$ cat src/rtl/ffpa_pkg.sv
// Shared types and constants for the first-fit pool allocator.
`timescale 1ns / 1ps
package ffpa_pkg;

   // Fixed sizes of the pool arithmetic.
   localparam int unsigned CSR_AW = 3;
   localparam logic [16:0] POOL_MAX_BYTES = 17'd65536;
   localparam logic [16:0] RESET_BYTES = 17'd65536;
   localparam logic [16:0] RESET_USED = 17'd16;
   localparam logic [16:0] MIN_POOL_BYTES = 17'd24;
   localparam logic [15:0] FIRST_OFFSET = 16'd8;
   localparam logic [3:0] MAX_KIND = 4'd3;

   // Request kinds.
   localparam logic ACT_ALLOC = 1'b0;
   localparam logic ACT_FREE = 1'b1;

   // Register indexes, taken from paddr[2].
   localparam logic REG_POOL_BASE = 1'b0;
   localparam logic REG_POOL_BYTES = 1'b1;

   typedef struct packed {
      logic        action;
      logic [15:0] req_size;
      logic [3:0]  block_type;
      logic [31:0] block_address;
   } req_type;

   typedef struct packed {
      logic        status;
      logic [31:0] result_address;
      logic [16:0] used_total;
      logic [16:0] peak_used;
   } rsp_type;

   // One entry of the header table.
   typedef struct packed {
      logic [15:0] off;
      logic [16:0] len;
      logic [1:0]  kind;
   } hdr_type;

   localparam int unsigned HDR_W = $bits(hdr_type);

   // Pool configuration as seen by the controller.
   typedef struct packed {
      logic [31:0] pool_base;
      logic [16:0] pool_bytes;
      logic        pool_ok;
      logic        init;
   } cfg_type;

   typedef enum logic [2:0] {
      ST_INIT,
      ST_IDLE,
      ST_WALK,
      ST_SHIFT,
      ST_FIN,
      ST_DONE
   } state_type;

endpackage

$ cat src/rtl/first_fit_pool_allocator_top.sv
// Top level of the first-fit pool allocator: header walk, table shifting and results.
`timescale 1ns / 1ps
// The allocator keeps its header table in one synchronous RAM and handles one
// transaction at a time. A request walks the live headers one per cycle; an
// allocation that inserts a header, or a free that removes one, then moves every
// header above that point by one RAM slot at one per cycle. The walk and the move
// together cover at most hdr_count slots. Requests rejected up front (invalid
// pool, zero size, bad type, null address) go straight to the result without a
// table access. After reset and after every register write the pool is
// reinitialised in the ST_INIT state, during which no request is taken. A finished
// result waits in an output register, so a new request may be taken while it is
// still stalled.
module first_fit_pool_allocator_top #(
   parameter int MAX_BLOCKS = 64
) (
   input  logic                        clock,
   input  logic                        reset,
   input  logic                        req_valid,
   output logic                        req_stall,
   input  ffpa_pkg::req_type           req_payload,
   output logic                        rsp_valid,
   input  logic                        rsp_stall,
   output ffpa_pkg::rsp_type           rsp_payload,
   input  logic                        psel,
   input  logic                        penable,
   input  logic                        pwrite,
   input  logic [ffpa_pkg::CSR_AW-1:0] paddr,
   input  logic [31:0]                 pwdata,
   output logic [31:0]                 prdata,
   output logic                        pready
);
   import ffpa_pkg::*;

   localparam int AW = $clog2(MAX_BLOCKS);
   localparam int CW = $clog2(MAX_BLOCKS + 1);
   localparam logic [CW-1:0] CNT_MAX = CW'(MAX_BLOCKS);
   localparam logic [CW-1:0] CNT_ONE = CW'(1);

   cfg_type cfg;

   state_type state_ff, state_in;

   req_type     req_ff, req_in;
   logic [CW-1:0] cnt_ff, cnt_in;
   logic [16:0] used_ff, used_in;
   logic [16:0] peak_ff, peak_in;
   logic [16:0] need_ff, need_in;
   logic [31:0] tgt_ff, tgt_in;
   logic        ok_ff, ok_in;
   logic [31:0] res_addr_ff, res_addr_in;

   logic [CW-1:0] rd_idx_ff, rd_idx_in;
   logic          ev_vld_ff, ev_vld_in;
   logic [CW-1:0] ev_idx_ff, ev_idx_in;
   logic [15:0]   prev_off_ff, prev_off_in;
   logic [16:0]   prev_len_ff, prev_len_in;

   logic          sh_go_ff, sh_go_in;
   logic          sh_up_ff, sh_up_in;
   logic [CW-1:0] sh_src_ff, sh_src_in;
   logic [CW-1:0] sh_last_ff, sh_last_in;
   logic          wq_vld_ff, wq_vld_in;
   logic [CW-1:0] wq_addr_ff, wq_addr_in;

   logic          fin_we_ff, fin_we_in;
   logic [CW-1:0] fin_addr_ff, fin_addr_in;
   hdr_type       fin_data_ff, fin_data_in;

   rsp_type rsp_ff, rsp_in;
   logic    rsp_vld_ff, rsp_vld_in;

   logic          ram_we, ram_re;
   logic [AW-1:0] ram_waddr, ram_raddr;
   hdr_type       ram_wdata, ram_rdata;
   logic [HDR_W-1:0] ram_rd_bits;

   logic    accept, pre_fail, rsp_load, is_alloc;
   hdr_type cur;
   logic    at_end, fits, hit, walk_stop, walk_ok, walk_shift;
   logic [16:0] next_off;
   logic [18:0] hole;
   logic [CW-1:0] idx_m1;
   logic [15:0] new_off;

   ffpa_csr u_csr (
      .clock   (clock),
      .reset   (reset),
      .psel    (psel),
      .penable (penable),
      .pwrite  (pwrite),
      .paddr   (paddr),
      .pwdata  (pwdata),
      .prdata  (prdata),
      .pready  (pready),
      .cfg     (cfg)
   );

   ffpa_ram #(
      .WIDTH (HDR_W),
      .DEPTH (MAX_BLOCKS)
   ) u_hdr_ram (
      .clock   (clock),
      .wr_en   (ram_we),
      .wr_addr (ram_waddr),
      .wr_data (ram_wdata),
      .rd_en   (ram_re),
      .rd_addr (ram_raddr),
      .rd_data (ram_rd_bits)
   );

   assign ram_rdata = hdr_type'(ram_rd_bits);
   assign cur = ram_rdata;
   assign is_alloc = (req_ff.action == ACT_ALLOC);
   assign accept = req_valid && !req_stall;
   assign rsp_load = (state_ff == ST_DONE) && (!rsp_vld_ff || !rsp_stall);

   // Requests that fail before any table access.
   always_comb begin
      if (req_payload.action == ACT_ALLOC) begin
         pre_fail = !cfg.pool_ok || (req_payload.req_size == '0) ||
                    (req_payload.block_type > MAX_KIND);
      end else begin
         pre_fail = !cfg.pool_ok || (req_payload.block_address == '0);
      end
   end

   // Evaluation of one header of the walk; the entry at hdr_count is the end marker.
   always_comb begin
      at_end = (ev_idx_ff == cnt_ff);
      next_off = at_end ? (cfg.pool_bytes - 17'd8) : {1'b0, cur.off};
      hole = {2'b00, next_off} - {3'b000, prev_off_ff} - {2'b00, prev_len_ff};
      fits = (ev_idx_ff != '0) && (hole[18] || (hole[17:0] >= {1'b0, need_ff}));
      hit = !at_end && ({16'd0, cur.off} == tgt_ff);
      walk_stop = ev_vld_ff && (is_alloc ? (fits || at_end) : (hit || at_end));
      if (is_alloc) begin
         walk_ok = fits && ((prev_len_ff == '0) || (cnt_ff != CNT_MAX));
         walk_shift = prev_len_ff != '0;
      end else begin
         walk_ok = hit;
         walk_shift = ev_idx_ff != '0;
      end
      idx_m1 = ev_idx_ff - CNT_ONE;
      new_off = (prev_len_ff == '0) ? prev_off_ff : 16'(prev_off_ff + prev_len_ff);
   end

   // Next state.
   always_comb begin
      state_in = state_ff;
      unique case (state_ff)
         ST_INIT: state_in = ST_IDLE;
         ST_IDLE: begin
            if (cfg.init) begin
               state_in = ST_INIT;
            end else if (accept) begin
               state_in = pre_fail ? ST_DONE : ST_WALK;
            end
         end
         ST_WALK: begin
            if (walk_stop) begin
               if (!walk_ok) begin
                  state_in = ST_DONE;
               end else begin
                  state_in = walk_shift ? ST_SHIFT : ST_FIN;
               end
            end
         end
         ST_SHIFT: begin
            if (!sh_go_ff && !wq_vld_ff) begin
               state_in = ST_FIN;
            end
         end
         ST_FIN: state_in = ST_DONE;
         ST_DONE: begin
            if (rsp_load) begin
               state_in = ST_IDLE;
            end
         end
         default: state_in = ST_INIT;
      endcase
      if (cfg.init) begin
         state_in = ST_INIT;
      end
   end

   // Handshake and RAM port controls.
   always_comb begin
      req_stall = (state_ff != ST_IDLE) || cfg.init;
      ram_we = 1'b0;
      ram_waddr = '0;
      ram_wdata = '0;
      ram_re = 1'b0;
      ram_raddr = '0;
      unique case (state_ff)
         ST_INIT: begin
            ram_we = 1'b1;
            ram_wdata = '{off: FIRST_OFFSET, len: '0, kind: '0};
         end
         ST_WALK: begin
            ram_re = rd_idx_ff < cnt_ff;
            ram_raddr = rd_idx_ff[AW-1:0];
         end
         ST_SHIFT: begin
            ram_re = sh_go_ff;
            ram_raddr = sh_src_ff[AW-1:0];
            ram_we = wq_vld_ff;
            ram_waddr = wq_addr_ff[AW-1:0];
            ram_wdata = ram_rdata;
         end
         ST_FIN: begin
            ram_we = fin_we_ff;
            ram_waddr = fin_addr_ff[AW-1:0];
            ram_wdata = fin_data_ff;
         end
         ST_IDLE, ST_DONE: begin
            ram_we = 1'b0;
         end
         default: ram_we = 1'b0;
      endcase
   end

   // Datapath registers.
   always_comb begin
      req_in = req_ff;
      cnt_in = cnt_ff;
      used_in = used_ff;
      peak_in = peak_ff;
      need_in = need_ff;
      tgt_in = tgt_ff;
      ok_in = ok_ff;
      res_addr_in = res_addr_ff;
      rd_idx_in = rd_idx_ff;
      ev_vld_in = 1'b0;
      ev_idx_in = rd_idx_ff;
      prev_off_in = prev_off_ff;
      prev_len_in = prev_len_ff;
      sh_go_in = sh_go_ff;
      sh_up_in = sh_up_ff;
      sh_src_in = sh_src_ff;
      sh_last_in = sh_last_ff;
      wq_vld_in = 1'b0;
      wq_addr_in = wq_addr_ff;
      fin_we_in = fin_we_ff;
      fin_addr_in = fin_addr_ff;
      fin_data_in = fin_data_ff;
      rsp_in = rsp_ff;
      rsp_vld_in = rsp_vld_ff && rsp_stall;

      // Pool reinitialisation.
      if (state_ff == ST_INIT) begin
         cnt_in = CNT_ONE;
         used_in = RESET_USED;
         peak_in = RESET_USED;
      end

      // Capture a new transaction.
      if ((state_ff == ST_IDLE) && accept) begin
         req_in = req_payload;
         need_in = ({1'b0, req_payload.req_size} + 17'd15) & ~17'd7;
         tgt_in = req_payload.block_address - 32'd8 - cfg.pool_base;
         ok_in = 1'b0;
         rd_idx_in = '0;
         fin_we_in = 1'b0;
         sh_go_in = 1'b0;
      end

      // Header walk: one read issued and one entry evaluated per cycle.
      if (state_ff == ST_WALK) begin
         ev_vld_in = 1'b1;
         if (rd_idx_ff < cnt_ff) begin
            rd_idx_in = rd_idx_ff + CNT_ONE;
         end
         if (ev_vld_ff) begin
            prev_off_in = cur.off;
            prev_len_in = cur.len;
         end
         if (walk_stop) begin
            ok_in = walk_ok;
            if (walk_ok && is_alloc) begin
               used_in = used_ff + need_ff;
               if ((used_ff + need_ff) > peak_ff) begin
                  peak_in = used_ff + need_ff;
               end
               res_addr_in = cfg.pool_base + {16'd0, new_off} + 32'd8;
               fin_we_in = 1'b1;
               fin_data_in = '{off: new_off, len: need_ff, kind: req_ff.block_type[1:0]};
               if (prev_len_ff == '0) begin
                  fin_addr_in = idx_m1;
               end else begin
                  fin_addr_in = ev_idx_ff;
                  cnt_in = cnt_ff + CNT_ONE;
                  sh_go_in = ev_idx_ff < cnt_ff;
                  sh_up_in = 1'b1;
                  sh_src_in = cnt_ff - CNT_ONE;
                  sh_last_in = ev_idx_ff;
               end
            end else if (walk_ok) begin
               used_in = used_ff - cur.len;
               if (ev_idx_ff == '0) begin
                  fin_we_in = 1'b1;
                  fin_addr_in = '0;
                  fin_data_in = '{off: FIRST_OFFSET, len: '0, kind: '0};
               end else begin
                  cnt_in = cnt_ff - CNT_ONE;
                  sh_go_in = (ev_idx_ff + CNT_ONE) < cnt_ff;
                  sh_up_in = 1'b0;
                  sh_src_in = ev_idx_ff + CNT_ONE;
                  sh_last_in = cnt_ff - CNT_ONE;
               end
            end
         end
      end

      // Table shift: read one slot, write it one place up or down next cycle.
      if ((state_ff == ST_SHIFT) && sh_go_ff) begin
         wq_vld_in = 1'b1;
         wq_addr_in = sh_up_ff ? (sh_src_ff + CNT_ONE) : (sh_src_ff - CNT_ONE);
         if (sh_src_ff == sh_last_ff) begin
            sh_go_in = 1'b0;
         end else begin
            sh_src_in = sh_up_ff ? (sh_src_ff - CNT_ONE) : (sh_src_ff + CNT_ONE);
         end
      end

      // Result into the output register.
      if (rsp_load) begin
         rsp_vld_in = 1'b1;
         rsp_in.status = !ok_ff;
         rsp_in.result_address = (ok_ff && is_alloc) ? res_addr_ff : '0;
         rsp_in.used_total = used_ff;
         rsp_in.peak_used = peak_ff;
      end
   end

   always_ff @(posedge clock) begin
      if (reset) begin
         state_ff <= ST_INIT;
         rsp_vld_ff <= 1'b0;
         ev_vld_ff <= 1'b0;
         wq_vld_ff <= 1'b0;
         sh_go_ff <= 1'b0;
         cnt_ff <= CNT_ONE;
         used_ff <= RESET_USED;
         peak_ff <= RESET_USED;
      end else begin
         state_ff <= state_in;
         rsp_vld_ff <= rsp_vld_in;
         ev_vld_ff <= ev_vld_in;
         wq_vld_ff <= wq_vld_in;
         sh_go_ff <= sh_go_in;
         cnt_ff <= cnt_in;
         used_ff <= used_in;
         peak_ff <= peak_in;
      end
   end

   always_ff @(posedge clock) begin
      req_ff <= req_in;
      need_ff <= need_in;
      tgt_ff <= tgt_in;
      ok_ff <= ok_in;
      res_addr_ff <= res_addr_in;
      rd_idx_ff <= rd_idx_in;
      ev_idx_ff <= ev_idx_in;
      prev_off_ff <= prev_off_in;
      prev_len_ff <= prev_len_in;
      sh_up_ff <= sh_up_in;
      sh_src_ff <= sh_src_in;
      sh_last_ff <= sh_last_in;
      wq_addr_ff <= wq_addr_in;
      fin_we_ff <= fin_we_in;
      fin_addr_ff <= fin_addr_in;
      fin_data_ff <= fin_data_in;
      rsp_ff <= rsp_in;
   end

   assign rsp_valid = rsp_vld_ff;
   assign rsp_payload = rsp_ff;

   // The table always holds at least the first header and never more than its depth.
   a_cnt_range: assert property (@(posedge clock) disable iff (reset)
      (cnt_ff != '0) && (cnt_ff <= CNT_MAX))
      else $error("header count out of range");

   // The watermark never falls below the current usage.
   a_peak: assert property (@(posedge clock) disable iff (reset)
      used_ff <= peak_ff)
      else $error("peak below used total");

   // A result appears only when a transaction has finished.
   a_rsp_source: assert property (@(posedge clock) disable iff (reset)
      $rose(rsp_vld_ff) |-> $past(state_ff == ST_DONE))
      else $error("result without finished transaction");

   // The table is never written while the block waits for a request.
   a_idle_quiet: assert property (@(posedge clock) disable iff (reset)
      (state_ff == ST_IDLE) |-> !ram_we)
      else $error("table write while idle");

endmodule

$ cat src/rtl/ffpa_ram.sv
// Generic single-write, single-read synchronous RAM with registered read.
`timescale 1ns / 1ps
module ffpa_ram #(
   parameter int WIDTH = 35,
   parameter int DEPTH = 64
) (
   input  logic                     clock,
   input  logic                     wr_en,
   input  logic [$clog2(DEPTH)-1:0] wr_addr,
   input  logic [WIDTH-1:0]         wr_data,
   input  logic                     rd_en,
   input  logic [$clog2(DEPTH)-1:0] rd_addr,
   output logic [WIDTH-1:0]         rd_data
);

   logic [WIDTH-1:0] mem_ff [DEPTH];
   logic [WIDTH-1:0] rd_data_ff;

   // Write port and registered read port.
   always_ff @(posedge clock) begin
      if (wr_en) begin
         mem_ff[wr_addr] <= wr_data;
      end
      if (rd_en) begin
         rd_data_ff <= mem_ff[rd_addr];
      end
   end

   assign rd_data = rd_data_ff;

endmodule

$ cat src/rtl/ffpa_csr.sv
// Configuration registers and pool validity check for the allocator.
`timescale 1ns / 1ps
module ffpa_csr (
   input  logic                          clock,
   input  logic                          reset,
   input  logic                          psel,
   input  logic                          penable,
   input  logic                          pwrite,
   input  logic [ffpa_pkg::CSR_AW-1:0]   paddr,
   input  logic [31:0]                   pwdata,
   output logic [31:0]                   prdata,
   output logic                          pready,
   output ffpa_pkg::cfg_type             cfg
);
   import ffpa_pkg::*;

   logic [31:0] base_ff;
   logic [31:0] base_in;
   logic [16:0] bytes_ff;
   logic [16:0] bytes_in;
   logic        wr_strobe;

   assign wr_strobe = psel && penable && pwrite;
   assign pready = 1'b1;

   // Register write decode.
   always_comb begin
      base_in = base_ff;
      bytes_in = bytes_ff;
      if (wr_strobe) begin
         unique case (paddr[2])
            REG_POOL_BASE:  base_in = pwdata;
            REG_POOL_BYTES: bytes_in = pwdata[16:0];
            default:        base_in = base_ff;
         endcase
      end
   end

   always_ff @(posedge clock) begin
      if (reset) begin
         base_ff <= '0;
         bytes_ff <= RESET_BYTES;
      end else begin
         base_ff <= base_in;
         bytes_ff <= bytes_in;
      end
   end

   // Read data.
   always_comb begin
      unique case (paddr[2])
         REG_POOL_BASE:  prdata = base_ff;
         REG_POOL_BYTES: prdata = {15'd0, bytes_ff};
         default:        prdata = '0;
      endcase
   end

   // Every write reinitialises the pool; the check covers a non-zero base, alignment and size limits.
   always_comb begin
      cfg.pool_base = base_ff;
      cfg.pool_bytes = bytes_ff;
      cfg.pool_ok = (base_ff != '0) && (base_ff[2:0] == 3'd0) && (bytes_ff[2:0] == 3'd0) &&
                    (bytes_ff >= MIN_POOL_BYTES) && (bytes_ff <= POOL_MAX_BYTES);
      cfg.init = wr_strobe;
   end

endmodule
$ cat config.mk
export PLATFORM = sky130hd
export DESIGN_NAME = first_fit_pool_allocator_top
export DESIGN_NICKNAME = d
export VERILOG_FILES = /design/src/rtl/ffpa_pkg.sv /design/src/rtl/first_fit_pool_allocator_top.sv /design/src/rtl/ffpa_ram.sv /design/src/rtl/ffpa_csr.sv
export SDC_FILE = /design/constraint.sdc
export NUM_CORES = 2
export LEC_CHECK = 0
export BUFFER_PORTS_ARGS = -buffer_cell sky130_fd_sc_hd__buf_4
export CELL_PAD_IN_SITES_DETAIL_PLACEMENT = 1
export CELL_PAD_IN_SITES_GLOBAL_PLACEMENT = 1
export CORE_ASPECT_RATIO = 0.5
export CORE_UTILIZATION = 55
export CTS_CLUSTER_SIZE = 12
export DETAILED_ROUTE_END_ITERATION = 10
export GPL_TIMING_DRIVEN = 0
export PLACE_DENSITY = 0.94
export SKIP_LAST_GASP = 1
export SLEW_MARGIN = 0
export SYNTH_ARGS = -nofsm -noshare
export SYNTH_HDL_FRONTEND = slang
export SYNTH_SLANG_ARGS = --single-unit
$ cat constraint.sdc
create_clock -name clock -period 13.65 [get_ports clock]
set_clock_uncertainty 0.2 [all_clocks]
set_input_delay 1.365 -clock clock [delete_from_list [all_inputs] [get_ports clock]]
set_output_delay 1.365 -clock clock [all_outputs]
set_load 0.03 [all_outputs]
==> key figures, run 1 <==
Clock tree
  • Bufs on Longest Clock Path: 4
  • H-tree depth: 4
  • Root Buffer: clkbuf_16
  • Post-CTS Repair Setup Buffers: 0
  • CTS buffer count: 236
  • Sinks on Clock Net: 2494
  • Cts repair resizes: 0
  • Cts hold-fix bufs: 0

Logic synthesis
  • Post-synthesis async set-or-reset flop share: 0%
  • EDFF count, synth: 2374
  • Synth area leader: edfxtp_1
  • Avg Cell Area, Syn: 12.2 um^2
  • Post-synth top area share: 66.3%
  • Syn Nets: 9128
  • Syn. warnings: 0
  • Seq/Total Area, Yosys: 68.5%
  • Main flop type after synthesis: edfxtp_1
  • Flops & latches, synth: 2494
  • Synth top area cells: edfxtp_1 (66%), nand2_1 (8.1%), nand3_1 (3.2%)
  • Post-Syn Instances: 8796
  • Cell variety after synth: 92
  • Mapped Area: 108000 um^2
  • Top cells by count, synth: edfxtp_1 (2374), nand2_1 (2326), nand3_1 (691)
  • Most frequent cell after synthesis: edfxtp_1

Status
  • Log Error: [ERROR GRT-0232] Routing congestion too high. Check the congestion heatmap in the GUI.
  • Outcome: did not finish
  • Stop stage: global routing (5_1_grt)

Global route
  • Grt total ovfl: 214
  • GR Util All Layers: 74.0%
  • Largest net degree at the start of global routing: 65
  • Initial antenna violation count: 137

Floorplan
  • Die height: 315 um
  • Cell row count: 114
  • Starting Density: 55.5%
  • Die X-Extent: 627 um
  • IO Count: 197

Placement
  • Placer Congestion: 1.14
  • Post-DP HPWL: 302000 um
  • Input/output buffers: 190
  • Pre-CTS worst setup slack: 3.14 ns
through the flow:
stage / std cells / area, um^2
CTS: 11982 / 121000
global placement: 11596 / 112000
floorplan: 8796 / 108000
detailed placement: 11699 / 115000
metal layers:
| layer | GRT overflow | GRT usage [%] |
|---|---|---|
| met5 | 3 | 58.8 |
| met4 | 81 | 70.2 |
| met3 | 18 | 70.0 |
| met2 | 102 | 83.5 |
| met1 | 10 | 71.4 |
cells by family after synthesis:
kind of cell	count (synthesis)	share of synthesized area, %
and+or+nand+nor	3846	15.6
DFF	2494	68.5
AOI/OAI and AO/OA	1242	8.55
buffers and inverters	764	2.71
adders and majority gates	237	2.81
xor gates and xnor gates	184	1.50
muxes	28	0.284
other	1	0.00349
==> run 2, diff against run 1 <==
- CELL_PAD_IN_SITES_DETAIL_PLACEMENT: 1 -> unset
- CELL_PAD_IN_SITES_GLOBAL_PLACEMENT: 1 -> unset
- CORE_ASPECT_RATIO: 0.5 -> unset
- CORE_UTILIZATION: 55 -> 40
- CTS_CLUSTER_SIZE: 12 -> unset
- PLACE_DENSITY: 0.94 -> unset
- PLACE_DENSITY_LB_ADDON: unset -> 0.15
==> key figures, run 2 <==
Global route
  • Grt total ovfl: 0
  • Grt met3 use: 4.87%
  • Initial antenna violation count: 33
  • Grt met2 use: 42.5%
  • Largest net degree at the start of global routing: 65
  • Busiest grt layer: met2
  • Grt met1 use: 36.3%
  • Vias in the first global route: 71767
  • GR Util All Layers: 27.0%
  • First-pass GRT wire length: 525000 um

Clock tree
  • CTS buffer count: 279 (+18%)
  • Post-CTS Repair Setup Buffers: 0 (unchanged)
  • Root Buffer: clkbuf_16
  • Sinks on Clock Net: 2494 (unchanged)
  • Cts hold-fix bufs: 0 (unchanged)
  • Clock slew at reported path FFs: 0.06 ns
  • CTS tree: built
  • Cts repair resizes: 0 (unchanged)
  • Clock latency on the worst-skew pair: 0.88 ns
  • Bufs on Longest Clock Path: 4 (unchanged)
  • H-tree depth: 5 (+1)

Worst setup path
  • Critical Path Start: cnt_ff[2]
  • CP Class: flop to flop
  • Worst EP required: 13.97 ns
  • Crit path max fanout: 22
  • CP max stage delay: 1.03 ns
  • Arr. time, crit path: 10.78 ns
  • R2R cell count: 36
  • R2r startpoint: cnt_ff[2]
  • Flop-to-flop setup slack: 3.19 ns
  • Crit end category: flop
  • Worst flop-to-flop path endpoint: fin_data_ff[24]
  • Slowest library cell on the worst path: nor2_1
  • Startpoint types: flop
  • CP endpoint: fin_data_ff[24]

Timing
  • Max frequency: 0.0956 GHz
  • Crit path time final: 10.46 ns
  • Slew Limit Headroom: -7.85%
  • Crit share post-route: 76.7%
  • Final Hold Viols: 0
  • Worst Tran Pin Value: 1.61 ns
  • Final slew viol count: 22
  • Final setup TNS: 0 ns
  • RSZ-0062 raised after global routing: false
  • Final setup fails: 0

Placement
  • Input/output buffers: 190 (unchanged)
  • Placed insts: 12632 (+8.0%)
  • Placer Congestion: 0.951 (-17%)
  • Post-DP HPWL: 268000 um (-11%)

Logic synthesis
  • Syn Nets: 9128 (unchanged)
  • Seq/Total Area, Yosys: 68.5% (unchanged)
  • Post-synth top area share: 66.3% (unchanged)
  • Syn. warnings: 0 (unchanged)
  • Cell variety after synth: 92 (unchanged)
  • Flops & latches, synth: 2494 (unchanged)
  • Post-Syn Instances: 8796 (unchanged)
  • Main flop type after synthesis: edfxtp_1
  • Avg Cell Area, Syn: 12.2 um^2 (unchanged)
  • Most frequent cell after synthesis: edfxtp_1
  • Post-synthesis async set-or-reset flop share: 0% (unchanged)
  • EDFF count, synth: 2374 (unchanged)
  • Synth area leader: edfxtp_1
  • Top cells by count, synth: edfxtp_1 (2374), nand2_1 (2326), nand3_1 (691)
  • Synth top area cells: edfxtp_1 (66%), nand2_1 (8.1%), nand3_1 (3.2%)
  • Mapped Area: 108000 um^2 (unchanged)

Cells and area
  • Commonest non-fill, non-tap cell in the layout: edfxtp_1
  • Fraction of layout cells with a size suffix above 1: 9.14%
  • Nets: 9715
  • Most frequent cells in the layout: edfxtp_1 (2374), nand2_1 (2325), nand3_1 (691)
  • Number of flip-flops in the largest register: 2112
  • Fin util: 47.1%
  • Area growth syn-to-layout: 16.5%
  • Biggest register: u_hdr_ram.mem_ff
  • Cell Count, Final, Fillers Out: 13128

Routing
  • DR WL/cell: 28.4 um
  • Routed Wire Length: 373000 um
  • DR pass1 iterations: 6
  • Number of remaining DRC errors: 0
  • Vias post-DR: 75602
  • Antenna Nets Post-Route: 0
  • Drt initial violations: 9502
  • Via density: 5.76

Worst hold path
  • Worst Hold Class: flop to flop

Power and ir drop
  • Leak Pwr: 44.2 nW
  • Pwr/cell area: 131 nW/um^2
  • Max VDD drop: 131 uV

Floorplan
  • Die height: 520 um (+65%)
  • Starting Density: 40.4% (-15 points)
  • Cell row count: 189 (+66%)
  • IO Count: 197 (unchanged)
  • Die X-Extent: 520 um (-17%)
  • Full die area: 271000 um^2
  • Core ar.: 266000 um^2

Job
  • Maxcap violations: 5

Status
  • Outcome: complete, but fails checks
  • Failing checks: max-capacitance violations, max-slew violations
## run 2: cell counts after synthesis
No cell type changed its count.
## run 2: how the worst min path moves through the flow
stage | startpoint | endpoint | slack [ns] | depth (start not counted)
after floorplan | ev_idx_in[6] | ev_idx_ff[6] | 0.17 | 0
after global placement | ev_idx_in[6] | ev_idx_ff[6] | 0.18 | 0
after detailed placement | ev_idx_in[6] | ev_idx_ff[6] | 0.18 | 0
after CTS | ev_idx_in[6] | ev_idx_ff[6] | 0.19 | 0
after global routing | ev_idx_in[6] | ev_idx_ff[6] | 0.21 | 0
final | ev_idx_in[6] | ev_idx_ff[6] | 0.19 | 0
## run 2: critical path, delay by kind of cell (launching register included)
kind | cells | cell delay, ns
flip-flops | 1 | 0.30
XOR/XNOR | 2 | 0.33
AND/OR/NAND/NOR | 9 | 2.58
adder cells (fa/ha/maj) | 5 | 1.56
AO/OA/AOI/OAI | 14 | 3.56
multiplexers | 1 | 0.31
buffers and inverters | 5 | 1.28
## run 2: cell type report
| class | instances | area [um^2] |
|---|---|---|
| Fill cell | 23850 | 141000 |
| Sequential cell | 2494 | 73700 |
| Multi-Input combinational cell | 5538 | 31800 |
| Clock buffer | 365 | 7520 |
| Tap cell | 3533 | 4420 |
| Timing Repair Buffer | 306 | 3980 |
| Buffer | 548 | 2130 |
| Clock inverter | 122 | 992 |
| Inverter | 216 | 812 |
| Antenna cell | 6 | 15.0 |
## run 2: through the flow
| stage | total power, mW | hold WS, ns | setup WS (ns) | area (um^2) |
|---|---|---|---|---|
| 2_1_floorplan | 9.02 | 0.168 | 4.65 | 108000 |
| 5_1_grt | 16.9 | 0.212 | 2.47 | 125000 |
| 3_5_place_dp | 9.41 | 0.183 | 3.22 | 117000 |
| 4_1_cts | 16.5 | 0.191 | 3.17 | 125000 |
| 3_3_place_gp | 9.38 | 0.185 | 1.44 | 113000 |
| 6_report | 16.5 | 0.191 | 3.19 | 125000 |
## run 2: where the power goes
group | leakage (nW) | switching, mW | internal (mW)
sequential | 23.6 | 0.0281 | 8.43
combinational | 16.4 | 0.582 | 0.243
clock | 4.16 | 3.08 | 4.12
total | 44.2 | 3.68 | 12.8
## run 2: logic make-up (layout without fill, tap and decap cells)
logic type / after synthesis / count (layout) / share of synthesized area, %
compound gates: 1242 / 1242 / 8.55
xor+xnor: 184 / 184 / 1.50
fa+ha+maj: 237 / 237 / 2.81
buf+inv: 764 / 1557 / 2.71
flops: 2494 / 2494 / 68.5
mux: 28 / 28 / 0.284
other cells: 1 / 7 / 0.00349
simple gates: 3846 / 3846 / 15.6
## run 2: metal layers
layer  up-vias  routed length (um)
met5         -                  86
met4        12               19400
met3       666               31100
met2      3510              169000
met1     37751              154000
li1      33663                   -
Power figures use the tool's default switching activity.
